File: src/rtl/idiv_pkg.sv
// Package for the pipelined integer divider.
// Holds the sign-correction flag type and fixed port widths; no dependencies.
package idiv_pkg;

    // Width of the top-level data ports, fixed by the interface
    localparam int unsigned PORT_WIDTH = 64;

    // Sign corrections to apply once the magnitude division finishes
    typedef struct packed {
        logic neg_q;
        logic neg_r;
    } t_sign;

endpackage

File: src/rtl/idiv_fix.sv
// Result stage: applies the sign corrections and registers the result strobe.
// Depends on idiv_pkg.
module idiv_fix #(
    parameter int unsigned DATA_WIDTH = 64
) (
    input  logic                            i_clk,
    input  logic                            i_rst_n,
    input  logic                            i_valid,
    input  logic [DATA_WIDTH-1:0]           i_quot,
    input  logic [DATA_WIDTH-1:0]           i_rem,
    input  idiv_pkg::t_sign                 i_sign,
    output logic                            o_valid,
    output logic [idiv_pkg::PORT_WIDTH-1:0] o_quotient,
    output logic [idiv_pkg::PORT_WIDTH-1:0] o_remainder
);
    import idiv_pkg::*;

    logic                  r_valid;
    logic [DATA_WIDTH-1:0] r_quot, n_quot;
    logic [DATA_WIDTH-1:0] r_rem, n_rem;

    always_comb begin
        n_quot = i_sign.neg_q ? (DATA_WIDTH'(0) - i_quot) : i_quot;
        n_rem  = i_sign.neg_r ? (DATA_WIDTH'(0) - i_rem) : i_rem;
    end

    always_ff @(posedge i_clk) begin
        if (!i_rst_n) begin
            r_valid <= 1'b0;
        end else begin
            r_valid <= i_valid;
        end
    end

    always_ff @(posedge i_clk) begin
        r_quot <= n_quot;
        r_rem  <= n_rem;
    end

    assign o_valid     = r_valid;
    assign o_quotient  = PORT_WIDTH'(r_quot);
    assign o_remainder = PORT_WIDTH'(r_rem);

endmodule

File: config.mk
export PLATFORM = sky130hd
export DESIGN_NAME = idiv_fix
export DESIGN_NICKNAME = d
export VERILOG_FILES = /design/src/rtl/idiv_pkg.sv /design/src/rtl/idiv_fix.sv
export SDC_FILE = /design/constraint.sdc
export NUM_CORES = 1
export LEC_CHECK = 0
export BUFFER_PORTS_ARGS = -buffer_cell sky130_fd_sc_hd__buf_2
export CAP_MARGIN = 20
export CORE_UTILIZATION = 40
export DETAILED_ROUTE_END_ITERATION = 6
export PLACE_DENSITY_LB_ADDON = 0.15
export SLEW_MARGIN = 20
export SYNTH_ARGS = -nofsm -noshare
export SYNTH_HDL_FRONTEND = slang
export SYNTH_SLANG_ARGS = --single-unit
File: constraint.sdc
create_clock -name i_clk -period 2.2 [get_ports i_clk]
set_input_delay 0.22 -clock i_clk [delete_from_list [all_inputs] [get_ports i_clk]]
set_output_delay 0.22 -clock i_clk [all_outputs]
set_load 0.03 [all_outputs]
==> results by group <==
Pwr
  • Comb power frac: 0.217
  • Share of total power consumed by net switching: 0.291
  • Share of total power in the clock network: 0.395
  • Sw power: 0.00199 W
  • Peak supply drop: 0.457 mV
  • Total power per unit cell area: 797 nW/um2
  • Cell leakage power: 3.64 nW
  • Seq pwr share: 0.388
  • Internal Pwr Total: 0.00485 W

Floorplan
  • Die area: 14500 um2
  • Horizontal die dimension: 121 um
  • Placeable core region: 13500 um2
  • Number of rows created at floorplan: 42
  • Initial core utilization: 0.418
  • Number of top-level design ports: 262
  • Vertical die dimension: 121 um

Synth
  • Synthesized-area fraction occupied by xor and xnor cells: 0.192
  • Post-Synthesis Net Count: 706
  • Count of synthesis-stage warnings from yosys: 0
  • Commonest register cell after synthesis: sky130_fd_sc_hd__dfxtp_1
  • Gate Count Post-Synth: 571
  • Post-synthesis sequential area ratio: 0.459
  • Synthesized flop and latch total: 129
  • Arithmetic-cell share of the synthesized area counting full adders, half adders and majority gates: 0.00445
  • Post-Synth Simple-Gate Area: 0.191
  • Main combinational cell family by area after synthesis: XOR/XNOR gates
  • Synth Area per Inst: 9.85 um2
  • Async SR Flop Fraction: 0
  • Number of enable flip-flop cells after synthesis: 0
  • Synth Area in Compound Gates: 0.132
  • Multiplexer share of the synthesized area: 0.00178
  • Count of unique library cells instantiated by Yosys: 36
  • Synthesized area: 5620 um2

Min path
  • Number of instances on the worst hold path: 2
  • Class of the most critical hold timing path: in2reg

Run
  • Count of max-cap constraint violations: 0

Setup path
  • Endpoint of the worst setup timing path: o_remainder[62]$_DFF_P_
  • CP Launch Point: i_rem[0]
  • Series of cell instances along the critical path: dlygate4sd3_1 -> buf_2 -> inv_1 -> ha_2 -> nand2b_4 -> or4_1 -> nand4bb_4 -> mux2i_1 -> or3_1
  • Critical path fanouts, max: 3
  • Data required time at the worst endpoint: 2490 ps
  • Class of the most critical setup path: in2reg
  • Startpoint Class: input pin
  • Delay of the slowest critical-path stage: 530 ps
  • Arrival time at the worst endpoint: 2430 ps
  • Kind of capture point of the worst setup path: flip-flop
  • Max stage delay cell, worst path: sky130_fd_sc_hd__dlygate4sd3_1

STA
  • Number of slew-limit violations in the final report: 0
  • Relative slew margins: 0.522
  • Final setup margin: 54.2 ps
  • Final cycle utilization of the critical path: 0.975
  • Setup violation total in the final timing report: 0
  • Top achievable clock speed: 466 MHz
  • Fin crit period: 2150 ps
  • Final Hold Fails: 0
  • Slew at the pin closest to its max-slew limit: 710 ps

Final layout
  • Core occupancy in the finished layout: 0.638
  • Antenna cell count: 0
  • Fraction of layout instances using a drive strength above 1: 0.439
  • Nets: 1072
  • Synthesis-to-finish area growth: 52.6%

Global routing
  • Initial antenna violation count: 0
  • Via count of the first global-routing pass: 5514
  • Global route total overflow: 0
  • Aggregate global-route resource usage: 0.235
  • Maximum number of pins on one net before global-route repair: 66
  • First-pass GRT wire length: 26500 um

Status
  • Run status: complete, no violations

Placement
  • RD Place Congestion: 0.876
  • Pre-CTS WS: -250 ps
  • HPWL after detailed placement: 13100 um
  • Port Buffers: 261

Clocking
  • Clock-pin slew of the registers on the worst-case setup and hold paths: 50 ps
  • TritonCTS clock tree: done
  • Postcts setup bufs: 0
  • CTS sink count: 129
  • Number of buffers created by CTS: 17
  • Clock root buffer master: sky130_fd_sc_hd__clkbuf_16
  • Number of H-tree levels: 4
  • Longest Clk Path Bufs: 2

Routing
  • Total number of vias: 5726
  • Average routed wire per standard cell: 15.1 um
  • Number of detailed-routing iterations run before antenna repair: 5
  • Number of design-rule violations left by the first detailed-router iteration: 366
  • Post-route ant nets: 0
  • WL final: 17000 um
  • Drc violations: 0
  • Via-per-instance ratio: 5.09
[placed cells by master, fill, tap and decap left out, drive strengths merged]
cell type	count
and4b	1
or3	22
nand3b	2
nand2	42
o31a	1
xor2	1
or4	27
nor2	21
clkinv	5
or3b	2
a21oi	1
buf	356
nor4	11
nand2b	8
dlygate4sd3	14
and2	2
o21ai	37
nand4bb	1
nor3b	1
nand4	13
ha	2
dfxtp	129
bufinv	2
clkbuf	21
inv	6
clkinvlp	3
o31ai	38
o41ai	28
nor4b	2
or2	8
nand3	6
xnor2	122
mux2i	1
nor3	13
[layout make-up]
class                   count  area, um2
fillers                  1185       4870
multi-input cells         413       3010
flip-flops and latches    129       2580
repair buffers            370       2170
clock buffers              21        460
well taps                 176        220
clock inverters            10        111
inverters                   6       22.5
[timing repair]
item,4_1_cts,5_1_grt
hold buffers,13,1
hold endpoints to repair,13,1
resized for setup,0,11
setup endpoints to repair,0,14
[synth_stat cells (12+ instances only)]
library cell | n | area share
sky130_fd_sc_hd__clkbuf_1 | 21 | 0.014
sky130_fd_sc_hd__dfxtp_1 | 129 | 0.46
sky130_fd_sc_hd__nand2_1 | 42 | 0.028
sky130_fd_sc_hd__nand4_1 | 13 | 0.014
sky130_fd_sc_hd__nor2_1 | 21 | 0.014
sky130_fd_sc_hd__nor3_1 | 12 | 0.011
sky130_fd_sc_hd__o21ai_0 | 37 | 0.033
sky130_fd_sc_hd__o31ai_1 | 38 | 0.051
sky130_fd_sc_hd__o41ai_1 | 26 | 0.041
sky130_fd_sc_hd__or3_1 | 22 | 0.024
sky130_fd_sc_hd__or4_1 | 22 | 0.029
sky130_fd_sc_hd__xnor2_1 | 122 | 0.19
[worst max-delay path: cells and delay by family]
family | cells | cell delay [ps]
fa+ha+maj | 1 | 200
mux | 1 | 160
buf+inv | 3 | 710
simple gates | 4 | 1140
[metal layers]
layer / vias up / global-route usage / part of all wire
met5: - / 0 / 0
met4: 0 / 0.0949 / 0.015
met3: 21 / 0.0623 / 0.065
met2: 208 / 0.388 / 0.49
met1: 2684 / 0.290 / 0.43
li1: 2813 / - / -
[worst min path at each step]
| stage | startpoint | end | slack, ps |
|---|---|---|---|
| finish | i_rem[16] | o_remainder[16]$_DFF_P_ | 30 |
| global route | i_quot[7] | o_quotient[7]$_DFF_P_ | 10 |
| CTS | i_rem[8] | o_remainder[8]$_DFF_P_ | 0.3 |
| global placement | i_rem[0] | o_remainder[0]$_DFF_P_ | 350 |
| detailed placement | i_rem[0] | o_remainder[0]$_DFF_P_ | 350 |
| floorplan | i_quot[0] | o_quotient[0]$_DFF_P_ | 250 |
[kinds of logic after synthesis]
group / after synthesis
buffers and inverters: 29
AO/OA/AOI/OAI: 105
flip-flops: 129
adder cells (fa/ha/maj): 2
AND/OR/NAND/NOR: 182
multiplexers: 1
XOR/XNOR: 123
[stage by stage]
step | power [W] | hold slack (ps) | cell area (um2) | setup TNS (ps) | cells
4_1_cts | 0.00691 | 0.266 | 8490 | 0 | 1124
3_5_place_dp | 0.00416 | 350 | 7780 | -1900 | 1080
6_report | 0.00684 | 25.4 | 8580 | 0 | 1125
3_3_place_gp | 0.00414 | 349 | 7780 | -1000 | 1080
2_1_floorplan | 0.00355 | 248 | 5620 | 0 | 571
5_1_grt | 0.00713 | 12.7 | 8580 | -4.54 | 1125
[sequential cells by signal, summed over array words and instances (netlist names)]
name,count
o_quotient,64
o_remainder,64
o_valid,1
[power groups by stage]
stage	Combinational (W)	Sequential [W]	Clock, W
6_report	0.00148	0.00265	0.00270
5_1_grt	0.00158	0.00267	0.00288
3_3_place_gp	0.00144	0.00270	0
4_1_cts	0.00148	0.00266	0.00277
2_1_floorplan	0.000340	0.00321	0
3_5_place_dp	0.00145	0.00270	0
Power figures use the tool's default switching activity.
