--- src/rtl/idiv_pkg.sv ---
// Package for the pipelined integer divider.
// Holds the sign-correction flag type and fixed port widths; no dependencies.
package idiv_pkg;

    // Width of the top-level data ports, fixed by the interface
    localparam int unsigned PORT_WIDTH = 64;

    // Sign corrections to apply once the magnitude division finishes
    typedef struct packed {
        logic neg_q;
        logic neg_r;
    } t_sign;

endpackage

--- src/rtl/idiv_prep.sv ---
// Operand stage: masks the operands to the data width and takes magnitudes.
// Depends on idiv_pkg.
module idiv_prep #(
    parameter int unsigned DATA_WIDTH = 64
) (
    input  logic                                i_clk,
    input  logic                                i_rst_n,
    input  logic                                i_valid,
    input  logic                                i_kind,
    input  logic [idiv_pkg::PORT_WIDTH-1:0]     i_dividend,
    input  logic [idiv_pkg::PORT_WIDTH-1:0]     i_divisor,
    output logic                                o_valid,
    output logic [DATA_WIDTH-1:0]               o_num,
    output logic [DATA_WIDTH-1:0]               o_den,
    output idiv_pkg::t_sign                     o_sign
);
    import idiv_pkg::*;

    logic                  r_valid;
    logic [DATA_WIDTH-1:0] r_num, n_num;
    logic [DATA_WIDTH-1:0] r_den, n_den;
    t_sign                 r_sign, n_sign;
    logic [DATA_WIDTH-1:0] a, b;
    logic                  a_neg, b_neg;

    always_comb begin
        a      = i_dividend[DATA_WIDTH-1:0];
        b      = i_divisor[DATA_WIDTH-1:0];
        a_neg  = i_kind & a[DATA_WIDTH-1];
        b_neg  = i_kind & b[DATA_WIDTH-1];
        n_num  = a_neg ? (DATA_WIDTH'(0) - a) : a;
        n_den  = b_neg ? (DATA_WIDTH'(0) - b) : b;
        n_sign.neg_q = a_neg ^ b_neg;
        n_sign.neg_r = a_neg;
    end

    always_ff @(posedge i_clk) begin
        if (!i_rst_n) begin
            r_valid <= 1'b0;
        end else begin
            r_valid <= i_valid;
        end
    end

    always_ff @(posedge i_clk) begin
        r_num  <= n_num;
        r_den  <= n_den;
        r_sign <= n_sign;
    end

    assign o_valid = r_valid;
    assign o_num   = r_num;
    assign o_den   = r_den;
    assign o_sign  = r_sign;

endmodule

--- config.mk ---
export PLATFORM = sky130hd
export DESIGN_NAME = idiv_prep
export DESIGN_NICKNAME = d
export VERILOG_FILES = /design/src/rtl/idiv_pkg.sv /design/src/rtl/idiv_prep.sv
export SDC_FILE = /design/constraint.sdc
export NUM_CORES = 1
export LEC_CHECK = 0
export ABC_AREA = 1
export BUFFER_PORTS_ARGS = -buffer_cell sky130_fd_sc_hd__buf_2
export CAP_MARGIN = 20
export CELL_PAD_IN_SITES_DETAIL_PLACEMENT = 1
export CELL_PAD_IN_SITES_GLOBAL_PLACEMENT = 1
export CORE_ASPECT_RATIO = 1.5
export CORE_MARGIN = 5
export CORE_UTILIZATION = 37
export CTS_CLUSTER_DIAMETER = 50
export CTS_CLUSTER_SIZE = 8
export DETAILED_ROUTE_END_ITERATION = 7
export PLACE_DENSITY = 0.93
export SYNTH_ARGS = -nofsm -noshare
export SYNTH_HDL_FRONTEND = slang
export SYNTH_SLANG_ARGS = --single-unit
--- constraint.sdc ---
create_clock -name i_clk -period 3.45 [get_ports i_clk]
set_input_delay 0.1725 -clock i_clk [delete_from_list [all_inputs] [get_ports i_clk]]
set_output_delay 0.1725 -clock i_clk [all_outputs]
set_load 0.02 [all_outputs]
==> results <==
- The run finished with clean final reports.
- For this run the aggregate overflow at the end of global routing stands at 0.
- The highest metal layer with signal wires is met4.
- For this run, the register share of the synthesized area comes to 0.358.
- The required time at the endpoint of the critical path is 3.84 ns.
- The maximum ir drop on the vdd rail is 0.286 mV.
- TritonCTS built the clock tree.
- The flip-flop and latch count after synthesis is 131.
- The die is 182 um tall.
- For this run, the leading register cell type out of synthesis is dfxtp_1.
- Summed over all nets, wire length on met3 after detailed routing comes to 2080 um.
- The unique cell type count in the Yosys netlist is 33.
- Buffers added to address setup during post-CTS repair amount to 0.
- The cell type with the highest aggregate area in the netlist is dfxtp_1.
- In the finished design, the share of the clock period the worst path needs comes to 0.666.
- In this run, the number of DRC markers left after iteration 0 of detailed routing was 529.
- The number of primary I/O pins is 263.
- The number of rows created at floorplan is 63.
- The core area is 0.0196 mm^2.
- In the final routed layout, each cell accounts on average for 21.1 um.
- By area the synthesized netlist is led by dfxtp_1 36%, nand2_1 19%, nor2_1 10%, nand3_1 5.7%, inv_1 4.9%.
- Compared with the post-synthesis result, the final layout area differs by 37.6%.
- The max-capacitance violation count is 0.
- The sum of met2 wire segment lengths after detailed routing is 19100 um.
- Entering global routing, the biggest net connects 48 pins.
- The worst max-slew margin expressed relative to the limit is 0.335.
- The maximum fanout count along the critical path is 6.
- The HPWL after detailed placement is 26700 um.
- The transition time at the pin with the least slew margin is 0.996 ns.
- The count of flip-flops with a built-in enable after synthesis is 0.
- In this run the number of H-tree levels came out at 4.
- Setup slack on the critical path of the routed design comes to 1.15 ns.
- The post-route antenna net violation count is 0.
- STA classifies the critical path endpoint as a flip-flop.
- The total count of max-transition violations in the final report came to 0.
- The post-placement setup slack is 1.38 ns.
- After synthesis, the most frequently instantiated cells are 372 x nand2_1, 197 x nor2_1, 131 x dfxtp_1, 95 x inv_1, 84 x nand3_1.
- The area share of the leading cell type in the synthesized netlist is 0.358.
- The most instantiated library cell after synthesis is nand2_1.
- After clock tree synthesis, the clock-pin slew on the worst setup and hold paths is 0.06 ns.
- The element type at the critical path start is a primary input.
- For the worst setup path, the data arrival time is 2.69 ns.
- The areal power density over the cells is 465 mW/mm^2.
- After synthesis, the share of flip-flops with an asynchronous set or reset is 0.
- Synthesis produced 1112 cells.
- The average via count per standard cell is 5.23.
- The via count of the first global-routing pass is 10.0k.
- The starting density of the core is 0.373.
- The Yosys warning count is 0.
- The routed design has 36300 um of wire.
- The first global-routing pass estimated 55400 um of wire.
- Counting I/O delays and the setup requirement, the final critical path takes 2.30 ns.
- The die covers 0.0227 mm^2.
- After detailed placement, the total cell area comes to 0.00888 mm^2.
- Counting every sink on the clock net gives 131.
- After routing the design area is 0.0101 mm^2.
- The number of buffers inserted during clock tree synthesis is 17.
- The iteration count of the initial detailed-routing pass is 5.
- The highest clock frequency the design can meet is 435 MHz.
- The analysis attributes to cell leakage a power of 4.95 nW.
- The average instance in the mapped netlist occupies 6.58 um^2.
- The longest clock path from root to sink contains 2 buffers.
- The final RePlAce weighted congestion is 0.972.
- The startpoint-to-endpoint class of the critical path is primary input to flip-flop.
- The number of nets in the finished design is 1578.
- The total negative slack is 0 ns.
- Of the cells placed in the final design, the portion with a size suffix greater than 1 is 0.255.
- The tightest hold path in the finished design has a slack of 0.00367 ns.
- The final hold violation count is 0.
- When the netlist entered floorplanning its net count stood at 1246.
- The root buffer selected by CTS is clkbuf_16.
- The routed metal-1 wirelength is 11500 um.
- The port buffer count is 262.
- The path class of the tightest hold or removal check is primary input to flip-flop.
- For this run, the total global-route usage over all layers was measured as 0.315.
- Measured along the x axis, the die boundary spans 125 um.
- The number of antenna violations at the first check in global routing was 2.
- In the routed design, unresolved DRC markers number 0.
- Summing every instance area after synthesis gives 0.00732 mm^2.
- Setup repair after global routing left no endpoint under its margin.
- The total number of vias is 8981.
- The setup-violating endpoint count in the final report is 0.
## area by class of cell
cell class                 count  area (um^2)
fill                        2623         9550
multi-input combinational    864         4210
sequential                   131         2620
timing repair buffer         327         1950
clock buffer                  18          439
inverter                     103          387
tap                          260          325
clock inverter                13          136
antenna                        2         5.00
## power breakdown
group | leakage (nW) | switching, mW | internal [mW]
Sequential | 1.10 | 0.0622 | 1.68
Combinational | 3.58 | 0.737 | 0.367
Clock | 0.274 | 0.769 | 1.08
## worst paths after layout
check / from / end / slack (ns) / depth (start not counted)
setup / recovery: i_divisor[6] / o_den[63]$_DFF_P_ / 1.15 / 10
hold / removal: i_divisor[49] / o_den[49]$_DFF_P_ / 0.004 / 3
## critical path, cell delays in order
cell and delay, ns:
dlygate4sd3_1 0.54, buf_2 0.16, nor2_1 0.25, nand2_2 0.15, nor2_8 0.21, nand2_4 0.11, nor2_4 0.22, nand3_1 0.16
a21oi_1 0.15, dlygate4sd3_1 0.55
## metrics by stage
stage | utilization | cells | total power, mW
after floorplan | - | 1112 | 2.33
after global placement | 0.453 | 1624 | 2.74
after detailed placement | 0.453 | 1624 | 2.78
after CTS | 0.512 | 1715 | 4.64
after global routing | 0.513 | 1718 | 4.87
final | 0.513 | 1718 | 4.69
## cells in the final DEF (no fill, tap or decap), types with 2 or more instances in the layout
| cell | Yosys | routed |
|---|---|---|
| nor2_4 | 12 | 12 |
| o21ai_1 | 12 | 12 |
| clkinvlp_4 | 0 | 4 |
| nand3_1 | 84 | 84 |
| nand3b_1 | 6 | 6 |
| o21ai_4 | 5 | 5 |
| nand2_1 | 372 | 372 |
| o21bai_1 | 2 | 2 |
| clkinv_2 | 0 | 4 |
| nor3_1 | 2 | 2 |
| xor2_1 | 32 | 32 |
| or2_1 | 2 | 2 |
| dlygate4sd3_1 | 0 | 61 |
| bufinv_16 | 0 | 2 |
| o21ai_2 | 10 | 10 |
| inv_1 | 95 | 95 |
| clkinv_4 | 0 | 2 |
| nand2_4 | 4 | 4 |
| a21oi_1 | 8 | 8 |
| buf_2 | 4 | 262 |
| clkbuf_16 | 0 | 17 |
| o21ai_0 | 15 | 15 |
| nor2_2 | 14 | 14 |
| diode_2 | 0 | 2 |
| dfxtp_1 | 131 | 131 |
| buf_4 | 5 | 4 |
| inv_2 | 8 | 8 |
| ha_1 | 2 | 2 |
| nand3_2 | 8 | 8 |
| nor2_1 | 197 | 197 |
| xnor2_1 | 29 | 29 |
| nand4_1 | 32 | 32 |
| nand2_2 | 12 | 12 |
## sequential cells by signal, summed over array words and instances (netlist names)
register / count
o_den: 64
o_num: 64
o_sign: 2
o_valid: 1
## what timing repair did
action                    in CTS  in global routing
resized for setup              0                  0
hold buffers                  60                  1
hold endpoints to repair      58                  1
## layer usage
layer	vias up	track usage
met5	-	0
met1	4202	0.278
li1	4152	-
met2	450	0.596
met3	177	0.0703
met4	0	0.269
## cells by family after synthesis
family                   Yosys count  synth area share
buffers and inverters            117            0.0668
AND/OR/NAND/NOR                  746             0.446
AO/OA/AOI/OAI                     55            0.0520
flip-flops                       131             0.358
XOR/XNOR                          61            0.0730
adder cells (fa/ha/maj)            2           0.00342
Note: power is estimated with default switching activity, not from simulation.
