## src/rtl/idiv_pkg.sv

```systemverilog
// Package for the pipelined integer divider.
// Holds the sign-correction flag type and fixed port widths; no dependencies.
package idiv_pkg;

    // Width of the top-level data ports, fixed by the interface
    localparam int unsigned PORT_WIDTH = 64;

    // Sign corrections to apply once the magnitude division finishes
    typedef struct packed {
        logic neg_q;
        logic neg_r;
    } t_sign;

endpackage

```

## src/rtl/idiv_step.sv

```systemverilog
// One restoring division step: shift in a dividend bit, trial-subtract, keep or restore.
// Depends on idiv_pkg.
module idiv_step #(
    parameter int unsigned DATA_WIDTH = 64
) (
    input  logic                  i_clk,
    input  logic                  i_rst_n,
    input  logic                  i_valid,
    input  logic [DATA_WIDTH-1:0] i_rem,
    input  logic [DATA_WIDTH-1:0] i_num,
    input  logic [DATA_WIDTH-1:0] i_den,
    input  idiv_pkg::t_sign       i_sign,
    output logic                  o_valid,
    output logic [DATA_WIDTH-1:0] o_rem,
    output logic [DATA_WIDTH-1:0] o_num,
    output logic [DATA_WIDTH-1:0] o_den,
    output idiv_pkg::t_sign       o_sign
);
    import idiv_pkg::*;

    logic                  r_valid;
    logic [DATA_WIDTH-1:0] r_rem, n_rem;
    logic [DATA_WIDTH-1:0] r_num, n_num;
    logic [DATA_WIDTH-1:0] r_den;
    t_sign                 r_sign;
    logic [DATA_WIDTH:0]   trial, diff;
    logic                  ge;

    // i_num holds unused dividend bits at the top and quotient bits at the bottom
    always_comb begin
        trial = {i_rem, i_num[DATA_WIDTH-1]};
        diff  = trial - {1'b0, i_den};
        ge    = trial >= {1'b0, i_den};
        n_rem = ge ? diff[DATA_WIDTH-1:0] : trial[DATA_WIDTH-1:0];
        n_num = {i_num[DATA_WIDTH-2:0], ge};
    end

    always_ff @(posedge i_clk) begin
        if (!i_rst_n) begin
            r_valid <= 1'b0;
        end else begin
            r_valid <= i_valid;
        end
    end

    always_ff @(posedge i_clk) begin
        r_rem  <= n_rem;
        r_num  <= n_num;
        r_den  <= i_den;
        r_sign <= i_sign;
    end

    assign o_valid = r_valid;
    assign o_rem   = r_rem;
    assign o_num   = r_num;
    assign o_den   = r_den;
    assign o_sign  = r_sign;

endmodule

```

## config.mk

```make
export PLATFORM = sky130hd
export DESIGN_NAME = idiv_step
export DESIGN_NICKNAME = d
export VERILOG_FILES = /design/src/rtl/idiv_pkg.sv /design/src/rtl/idiv_step.sv
export SDC_FILE = /design/constraint.sdc
export NUM_CORES = 1
export LEC_CHECK = 0
export CAP_MARGIN = 20
export CORE_AREA = 8 8 147 149
export CTS_CLUSTER_SIZE = 14
export DETAILED_ROUTE_END_ITERATION = 16
export DIE_AREA = 0 0 155 157
export DONT_BUFFER_PORTS = 1
export SYNTH_ARGS = -nofsm -noshare
export SYNTH_HDL_FRONTEND = slang
export SYNTH_SLANG_ARGS = --single-unit
```

## constraint.sdc

```tcl
create_clock -name i_clk -period 5.3 [get_ports i_clk]
set_input_delay 0.265 -clock i_clk [delete_from_list [all_inputs] [get_ports i_clk]]
set_output_delay 0.265 -clock i_clk [all_outputs]
set_load 0.03 [all_outputs]
```

==> results of run 1 <==
[power by group through the flow]
stage	Sequential (mW)	Clock [mW]	Combinational (mW)
3_3_place_gp	2.08	0	0.620
2_1_floorplan	2.02	0	0.507
5_1_grt	2.05	1.44	0.829
3_5_place_dp	2.07	0	0.619
6_report	2.03	1.37	0.752
4_1_cts	2.04	1.38	0.743
[layer usage]
metal | up-vias | routed length, um | global-route usage, % | part of all wire, %
li1 | 3827 | - | - | -
met1 | 3708 | 11590 | 25.38 | 36
met2 | 328 | 16870 | 47.47 | 53
met3 | 61 | 2598 | 7.650 | 8.1
met4 | 0 | 965 | 9.986 | 3.0
met5 | - | 0 | 0 | 0
[flip-flops by register name, indices dropped and copies added, names as in the netlist]
register	cells
o_rem	64
o_sign	2
o_den	64
o_valid	1
o_num	64
[kinds of logic after synthesis]
group                    share of synthesized area [%]
buffers and inverters                            5.698
XOR/XNOR                                         4.826
flip-flops                                       43.89
multiplexers                                    0.2392
AO/OA/AOI/OAI                                    20.55
adder cells (fa/ha/maj)                          9.229
AND/OR/NAND/NOR                                  15.56
[stage by stage]
| step | setup WS, ns | instances | instance area (um2) | power (mW) | util [%] |
|---|---|---|---|---|---|
| 3_5_place_dp | 1.798 | 1230 | 9036 | 2.694 | 47.05 |
| 6_report | 2.252 | 1454 | 11590 | 4.158 | 60.33 |
| 5_1_grt | 2.041 | 1454 | 11590 | 4.319 | 60.33 |
| 2_1_floorplan | 2.533 | 999 | 8894 | 2.524 | - |
| 3_3_place_gp | 1.843 | 1230 | 9036 | 2.697 | 47.05 |
| 4_1_cts | 2.279 | 1453 | 11590 | 4.162 | 60.32 |
[layout make-up]
cell class	instances	area share [%]
sequential	195	33.69
timing repair buffer	192	16.56
clock buffer	17	3.671
multi-input combinational	687	38.69
inverter	82	2.678
antenna	1	0.02159
clock inverter	15	1.835
tap	265	2.861
[layout by cell type, fill, tap and decap left out, types with 9 or more instances in the layout]
cell / instances
a21o_1: 32
a21oi_1: 106
and2_1: 9
and3_1: 11
clkbuf_16: 17
dfxtp_1: 195
dlygate4sd3_1: 191
ha_1: 64
inv_1: 81
nand2_1: 91
nand2b_1: 9
nand3_1: 19
nand4_1: 14
nor2_1: 93
o211ai_1: 9
o21ai_0: 42
o21ai_1: 9
o31ai_1: 10
xnor2_1: 22
xor2_1: 27
[worst paths after layout]
check	from	end	slack, ns	depth (start not counted)
max	i_den[7]	o_rem[50]$_DFF_P_	2.25	12
min	i_rem[53]	o_rem[54]$_DFF_P_	0.02	2
[repair_timing]
| item | in CTS | in global routing |
|---|---|---|
| endpoints found under the hold margin | 190 | 0 |
| hold buffers | 191 | 0 |
| setup endpoints to repair | 0 | 0 |
| setup buffers | 0 | 0 |
[critical path, delay by kind of cell]
| family | cells | cell delay (ns) |
|---|---|---|
| adder cells (fa/ha/maj) | 1 | 0.38 |
| multiplexers | 1 | 0.40 |
| AND/OR/NAND/NOR | 3 | 0.71 |
| AO/OA/AOI/OAI | 5 | 1.01 |
| buffers and inverters | 2 | 0.60 |
==> impl_metrics.py, run 1 <==
metrics = {
    "outcome": {
        "outcome": "completed",
    },
    "floorplanning": {
        "die_w_um": 155,
        "die_area_mm2": 0.02434,
        "num_rows": 51,
        "initial_utilization_pct": 46.30,
        "ioPinCount": 392,
        "core_area_mm2": 0.01921,
        "die_h_um": 157,
    },
    "pwr": {
        "max-vdd-ir-drop_uv": 216.4,
        "netSwitchingPower_mw": 1.532,
        "p_leak_nw": 5.122,
        "clkPwrFrac_pct": 33.0,
        "intPower_mw": 2.627,
        "p_sw_share_pct": 36.84,
        "powerDensity_mw_per_mm2": 358.8,
        "seqPwrFrac_pct": 48.9,
        "pwr-share-comb_pct": 18.1,
    },
    "detailed_routing": {
        "post_drt_via_cell_ratio": 5.450,
        "drc": 0,
        "ant_nets": 0,
        "drt-total-wl_mm": 32.02,
        "drt_pre_antenna_iters": 4,
        "drt_iter0_markers": 337,
        "via_count": 7924,
        "wl_per_cell_um": 22.02,
    },
    "clock_tree": {
        "path_clk_slew_ns": 0.09,
        "cts_max_level": 4,
        "cts_tree": "built",
        "cts_buffers": 17,
        "cts.sinks": 195,
        "cts_max_path_buffers": 2,
        "cts_root_buffer": "clkbuf_16",
        "cts_resized": 0,
    },
    "grt": {
        "antenna_found_initial": 1,
        "grt_pass1_wl_mm": 47.09,
        "grt_pass1_vias": 8117,
        "grt_use_total_pct": 25.14,
        "grt_max_degree": 83,
        "overflow": 0,
    },
    "placement": {
        "port_buffers": 0,
        "routabilityCongestion": 0.8835,
        "dp_hpwl_mm": 23.11,
    },
    "timing": {
        "setup_violations": 0,
        "fin_crit_sh_pct": 57.50,
        "slew-limit-headroom_pct": 46.27,
        "grt_setup_unrepaired": "no",
        "max_freq_mhz": 328.1,
        "finalHoldViolCount": 0,
        "finalCriticalPeriod_ns": 3.048,
        "worstMarginPinSlew_ns": 0.8059,
        "whs_ns": 0.02047,
        "fin_tns_setup_ns": 0,
        "slew_viol_final": 0,
    },
    "job": {
        "drv_cap": 0,
    },
    "cells_and_area": {
        "area_growth_pct": 30.30,
        "fin_nets": 1437,
        "nFillCells": 1675,
        "multiInputGateArea_mm2": 0.004483,
        "regArea_mm2": 0.003904,
        "drive_gt1_share_pct": 5.471,
    },
    "yosys": {
        "synth_top_cell_by_area": "dfxtp_1",
        "yosysSeqAreaShare_pct": 43.89,
        "avgSynthCellArea_um2": 8.902,
        "synthCells": 999,
        "synth.most_common_cell": "dfxtp_1",
        "synth_top_area_share_pct": 43.89,
        "synth_common_cells": "dfxtp_1 (195), a21oi_1 (106), nor2_1 (93)",
        "synth_ff_type": "dfxtp_1",
        "synth-seq-cells": 195,
        "synth_area_leaders": "dfxtp_1 (44%), ha_1 (9.0%), a21oi_1 (6.0%)",
        "syn_area_mm2": 0.008894,
        "ys_types": 76,
        "syn-num-nets": 1261,
        "async_reset_ff_share_pct": 0,
        "synth_edf_count": 0,
        "synth_warnings": 0,
    },
    "worst_setup_path": {
        "required_ns": 5.65,
        "arrival_ns": 3.39,
        "path_cells": "inv_1, ha_1, and3_1, o2111a_1, o31ai_2, o21ba_2, nor4_1, o211ai_1, a21oi_2, nor2_4, inv_4, mux2_2",
        "worst_path_max_delay_cell": "inv_4",
        "critical_path_class": "in2reg",
        "end_kind": "flop",
        "crit_fanout": 82,
        "critical-path-max-stage-delay_ns": 0.58,
        "cp-start-kind": "primary input",
    },
    "hold_path": {
        "min_path_type": "in2reg",
    },
}
No activity file was read; power rests on OpenSTA's default activity.
==> run 2, diff against run 1 <==
--- a/config.mk
+++ b/config.mk
@@ -5,12 +5,15 @@
 export SDC_FILE = /design/constraint.sdc
 export NUM_CORES = 1
 export LEC_CHECK = 0
+export ABC_AREA = 1
 export CAP_MARGIN = 20
-export CORE_AREA = 8 8 147 149
+export CORE_ASPECT_RATIO = 0.7
+export CORE_MARGIN = 8
+export CORE_UTILIZATION = 58
 export CTS_CLUSTER_SIZE = 14
 export DETAILED_ROUTE_END_ITERATION = 16
-export DIE_AREA = 0 0 155 157
 export DONT_BUFFER_PORTS = 1
+export PLACE_DENSITY = 0.76
 export SYNTH_ARGS = -nofsm -noshare
 export SYNTH_HDL_FRONTEND = slang
 export SYNTH_SLANG_ARGS = --single-unit
==> constraint.sdc (replaced) <==
create_clock -name i_clk -period 2.7 [get_ports i_clk]
set_input_delay 0.135 -clock i_clk [delete_from_list [all_inputs] [get_ports i_clk]]
set_output_delay 0.135 -clock i_clk [all_outputs]
set_load 0.03 [all_outputs]
==> run 2 against run 1 <==
  * Area after synthesis increased by 24%
  * Via count increased by 57%
  * Cell area increased by 20%
  * Largest power group unchanged
  * Non-clock buffer count increased by 12
  * Critical path type unchanged
  * First-iteration DRC count increased to 5.4 times the previous value
  * Wire length increased by 50%
  * Sequential share of layout area decreased by 5.6 points
  * Core utilization increased by 14 points
  * Global-route usage increased by 13 points
  * Critical path depth increased by 2
==> impl_metrics.py, run 2 <==
metrics = {
    "outcome": {
        "outcome": "completed",
    },
    "detailed_routing": {
        "drt-total-wl_mm": 48.00,
        "drt_iter0_markers": 1822,
        "wl_per_cell_um": 21.51,
        "drt_pre_antenna_iters": 8,
        "drc": 0,
        "via_count": 12450,
        "ant_nets": 0,
        "post_drt_via_cell_ratio": 5.581,
    },
    "timing": {
        "fin_crit_sh_pct": 94.03,
        "finalCriticalPeriod_ns": 2.539,
        "setup_slack_ns": 0.1613,
        "worstMarginPinSlew_ns": 0.5348,
        "slew-limit-headroom_pct": 64.34,
        "setup_violations": 0,
        "finalHoldViolCount": 0,
        "grt_setup_unrepaired": "no",
        "slew_viol_final": 0,
        "max_freq_mhz": 393.9,
        "fin_tns_setup_ns": 0,
    },
    "worst_setup_path": {
        "critPathBufInv": 2,
        "path_cells": "dlygate4sd3_1, inv_1, ha_1, fa_1, nor2_1, nand2_1, nand3_1, nand3_1, nand3_1, nand2_1, nand2_1, nand2_1, nand3_1, nand2_1",
        "crit_fanout": 3,
        "arrival_ns": 2.87,
        "cp-start-kind": "primary input",
        "required_ns": 3.03,
        "cp_top_family": "simple AND/OR/NAND/NOR gates",
        "end_kind": "flop",
        "worst_path_max_delay_cell": "dlygate4sd3_1",
        "cpMostUsedCell": "nand2_1",
        "critical-path-max-stage-delay_ns": 0.52,
        "critical_path_class": "in2reg",
    },
    "yosys": {
        "yosysSeqAreaShare_pct": 35.29,
        "synth_area_leaders": "dfxtp_1 (35%), nand2_1 (23%), inv_1 (13%)",
        "synth_top_cell_by_area": "dfxtp_1",
        "synth_warnings": 0,
        "ys_types": 35,
        "synth-seq-cells": 195,
        "synth.most_common_cell": "nand2_1",
        "avgSynthCellArea_um2": 6.253,
        "synth_top_area_share_pct": 35.29,
        "synth_common_cells": "nand2_1 (692), inv_1 (380), dfxtp_1 (195)",
        "async_reset_ff_share_pct": 0,
        "synth_ff_type": "dfxtp_1",
        "syn_area_mm2": 0.01106,
        "synth_edf_count": 0,
        "syn-num-nets": 2031,
        "synthCells": 1769,
    },
    "grt": {
        "grt_max_degree": 39,
        "antenna_found_initial": 2,
        "grt_pass1_wl_mm": 71.36,
        "grt_use_total_pct": 38.23,
        "grt_pass1_vias": 11830,
        "overflow": 0,
    },
    "pwr": {
        "p_leak_nw": 7.880,
        "max-vdd-ir-drop_uv": 465.6,
        "powerDensity_mw_per_mm2": 619.9,
        "power.total_mw": 8.614,
    },
    "cells_and_area": {
        "drive_gt1_share_pct": 4.028,
        "stdcell_count": 2231,
        "post-route-util_pct": 73.86,
        "layout_common_cells": "nand2_1 (692), inv_1 (380), dlygate4sd3_1 (195), dfxtp_1 (195), nand3_1 (145)",
        "final_common_cell": "nand2_1",
        "fin_nets": 2235,
        "area_growth_pct": 25.62,
    },
    "placement": {
        "dp_slack_ns": 0.2479,
        "port_buffers": 0,
        "dp_hpwl_mm": 33.14,
        "dp.cells": 2001,
        "routabilityCongestion": 0.9998,
    },
    "floorplanning": {
        "die_h_um": 131.5,
        "die_area_mm2": 0.02382,
        "ioPinCount": 392,
        "initial_utilization_pct": 58.80,
        "core_area_mm2": 0.01881,
        "die_w_um": 181.1,
        "num_rows": 42,
    },
    "clock_tree": {
        "postCtsSetupBuffers": 0,
        "cts_hold_buf": 195,
        "cts_resized": 0,
        "cts_max_level": 4,
        "cts_max_path_buffers": 2,
        "cts_root_buffer": "clkbuf_16",
        "cts.sinks": 195,
        "cts_tree": "built",
        "path_clk_slew_ns": 0.08,
        "cts_buffers": 17,
    },
    "job": {
        "drv_cap": 0,
    },
    "hold_path": {
        "min_path_type": "in2reg",
    },
}
## run 2: layer usage
layer	share of wire (%)	wire, um	track usage (%)
met5	0	0	0
met1	40	19070	50.78
met3	14	6859	11.65
met4	3.0	1438	11.67
met2	43	20630	58.79
## run 2: power breakdown
| part | total, mW | switching, mW | internal, mW |
|---|---|---|---|
| clock network | 2.68 | 1.39 | 1.29 |
| logic | 1.99 | 1.29 | 0.702 |
| registers | 3.95 | 0.768 | 3.18 |
## run 2: path summary, 6_finish.rpt
check,start,depth (start not counted),slack [ns],end
setup / recovery,i_num[63],14,0.16,o_rem[38]$_DFF_P_
hold / removal,i_den[1],4,0.07,o_rem[1]$_DFF_P_
## run 2: final cells by class
type	count	area [um2]
multi-input combinational	1162	5550
fill	1454	4917
sequential	195	3904
timing repair buffer	204	2032
inverter	393	1475
clock buffer	18	439.2
tap	242	302.8
clock inverter	14	185.2
antenna	3	7.507
## run 2: kinds of logic (layout without fill, tap and decap cells)
| family | after synthesis | in the layout | share of synthesized area [%] |
|---|---|---|---|
| fa+ha+maj | 65 | 65 | 7.420 |
| xor+xnor | 31 | 31 | 2.454 |
| buf+inv | 412 | 629 | 14.53 |
| simple gates | 1012 | 1012 | 37.78 |
| compound gates | 54 | 54 | 2.522 |
| flops | 195 | 195 | 35.29 |
| other cells | 0 | 3 | 0 |
## run 2: through the flow
stage | instance area [um2] | hold slack [ns]
final | 13900 | 0.07027
after CTS | 13890 | 0.02600
after global placement | 11310 | 0.1628
after global routing | 13890 | 0.06948
after detailed placement | 11310 | 0.1628
after floorplan | 11060 | 0.1627
==> run 3, diff against run 2 <==
==> constraint.sdc (replaced) <==
create_clock -name i_clk -period 2.7 [get_ports i_clk]
set_input_delay 0.54 -clock i_clk [delete_from_list [all_inputs] [get_ports i_clk]]
set_output_delay 0.54 -clock i_clk [all_outputs]
set_load 0.03 [all_outputs]
==> run 3 against run 2 <==
  * Global-route usage down 6.1 points
  * Via count decreased by 12%
  * Core utilization fell by 8.5 points
  * Wire length fell by 17%
  * Cell area decreased by 11%
  * Total power shrank 4.3%
  * Highest routed layer unchanged
  * Clock power down 4%
  * Final cell count down 6.8%
  * Worst setup slack improved by 0.076 ns
  * Fmax rose by 3.1%
  * Critical path type unchanged
==> impl_metrics.py, run 3 (synthesis gave the netlist of run 2 again) <==
metrics = {
    "outcome": {
        "outcome": "completed",
    },
    "worst_setup_path": {
        "critPathBufInv": 2,
        "worst_path_max_delay_cell": "nor2_1",
        "required_ns": 3.03,
        "crit_fanout": 4,
        "cp-start-kind": "primary input",
        "critical-path-max-stage-delay_ns": 0.38,
        "critical_path_class": "in2reg",
        "worstSetupStartpoint": "i_den[15]",
        "end_kind": "flop",
        "path_depth": 13,
        "cp_top_family": "simple AND/OR/NAND/NOR gates",
        "path_cells": "inv_1, ha_1, nand2_1, inv_1, nand2_1, nor2_1, nand4_1, nand3_1, nand2_1, nand3_1, nand2_1, nand3_1, nand2_1",
        "crit_end": "o_rem[51]$_DFF_P_",
        "arrival_ns": 2.80,
        "cpMostUsedCell": "nand2_1",
    },
    "timing": {
        "slew-limit-headroom_pct": 61.76,
        "worstMarginPinSlew_ns": 0.5692,
        "setup_slack_ns": 0.2375,
        "setup_violations": 0,
        "finalHoldViolCount": 0,
        "max_freq_mhz": 406.1,
        "slew_viol_final": 0,
        "finalCriticalPeriod_ns": 2.463,
        "fin_tns_setup_ns": 0,
        "fin_crit_sh_pct": 91.21,
        "grt_setup_unrepaired": "no",
    },
    "grt": {
        "overflow": 0,
        "grt_pass1_vias": 10090,
        "grt_use_total_pct": 32.16,
        "grt_pass1_wl_mm": 59.58,
        "grt_max_degree": 45,
        "antenna_found_initial": 0,
    },
    "clock_tree": {
        "cts_resized": 0,
        "cts_max_path_buffers": 2,
        "cts_buffers": 17,
        "path_clk_slew_ns": 0.08,
        "cts_hold_buf": 0,
        "cts_root_buffer": "clkbuf_16",
        "cts_tree": "built",
        "cts.sinks": 195,
        "postCtsSetupBuffers": 0,
        "cts_max_level": 4,
    },
    "detailed_routing": {
        "via_count": 10900,
        "drt_iter0_markers": 1220,
        "ant_nets": 0,
        "drt_pre_antenna_iters": 5,
        "drt-total-wl_mm": 39.84,
        "wl_per_cell_um": 19.16,
        "post_drt_via_cell_ratio": 5.243,
        "drc": 0,
    },
    "floorplanning": {
        "die_h_um": 131.5,
        "die_w_um": 181.1,
        "initial_utilization_pct": 58.80,
        "core_area_mm2": 0.01881,
        "ioPinCount": 392,
        "die_area_mm2": 0.02382,
        "num_rows": 42,
    },
    "cells_and_area": {
        "area_growth_pct": 11.24,
        "fin_area_mm2": 0.01231,
        "fin_nets": 2086,
        "antenna_cells": 0,
        "layout_common_cells": "nand2_1 (692), inv_1 (380), dfxtp_1 (195)",
        "final_common_cell": "nand2_1",
        "drive_gt1_share_pct": 6.859,
    },
    "pwr": {
        "max-vdd-ir-drop_uv": 464.2,
        "seqPwrFrac_pct": 47.6,
        "pwr-share-comb_pct": 21.1,
        "p_leak_nw": 7.301,
        "p_sw_share_pct": 39.02,
        "clkPwrFrac_pct": 31.3,
        "powerDensity_mw_per_mm2": 669.9,
        "intPower_mw": 5.027,
        "netSwitchingPower_mw": 3.217,
    },
    "job": {
        "drv_cap": 0,
    },
    "hold_path": {
        "min_path_type": "in2reg",
        "holdPathStages": 0,
    },
    "placement": {
        "dp_hpwl_mm": 34.04,
        "dp_slack_ns": -0.05977,
        "port_buffers": 0,
        "routabilityCongestion": 0.9832,
        "dpl_cell_area_mm2": 0.01170,
    },
}
-- run 3: how the worst min path moves through the flow --
stage / start / endpoint / slack [ns]
2_1_floorplan: i_den[0] / o_den[0]$_DFF_P_ / 0.57
3_5_place_dp: i_num[9] / o_num[10]$_DFF_P_ / 0.57
5_1_grt: i_num[55] / o_num[56]$_DFF_P_ / 0.1
4_1_cts: i_num[55] / o_num[56]$_DFF_P_ / 0.11
3_3_place_gp: i_num[9] / o_num[10]$_DFF_P_ / 0.57
6_report: i_den[19] / o_den[19]$_DFF_P_ / 0.11
-- run 3: final cells by class --
class,count,area (um2)
multi-input combinational,1162,5550
sequential,195,3904
inverter,393,1475
fill,1739,6507
clock buffer,17,425.4
timing repair buffer,55,462.9
clock inverter,15,185.2
tap,242,302.8
-- run 3: through the flow --
| step | hold WS, ns | power (mW) | util, % | cells |
|---|---|---|---|---|
| 3_5_place_dp | 0.5678 | 5.684 | 62.16 | 2047 |
| 5_1_grt | 0.09650 | 8.626 | 65.41 | 2079 |
| 2_1_floorplan | 0.5677 | 5.097 | - | 1769 |
| 6_report | 0.1139 | 8.244 | 65.41 | 2079 |
| 3_3_place_gp | 0.5678 | 5.660 | 62.16 | 2047 |
| 4_1_cts | 0.1082 | 8.234 | 65.41 | 2079 |
-- run 3: metal layers --
layer	part of all wire (%)	track usage, %
met1	43	44.98
met2	41	46.81
met3	14	11.78
met4	1.1	6.131
met5	0	0
-- run 3: power groups by stage --
| stage | Sequential (mW) | Combinational (mW) | Clock (mW) |
|---|---|---|---|
| after global routing | 3.95 | 1.93 | 2.74 |
| after detailed placement | 4.00 | 1.69 | 0 |
| after CTS | 3.94 | 1.70 | 2.60 |
| final | 3.92 | 1.74 | 2.58 |
| after floorplan | 3.93 | 1.17 | 0 |
| after global placement | 4.00 | 1.66 | 0 |
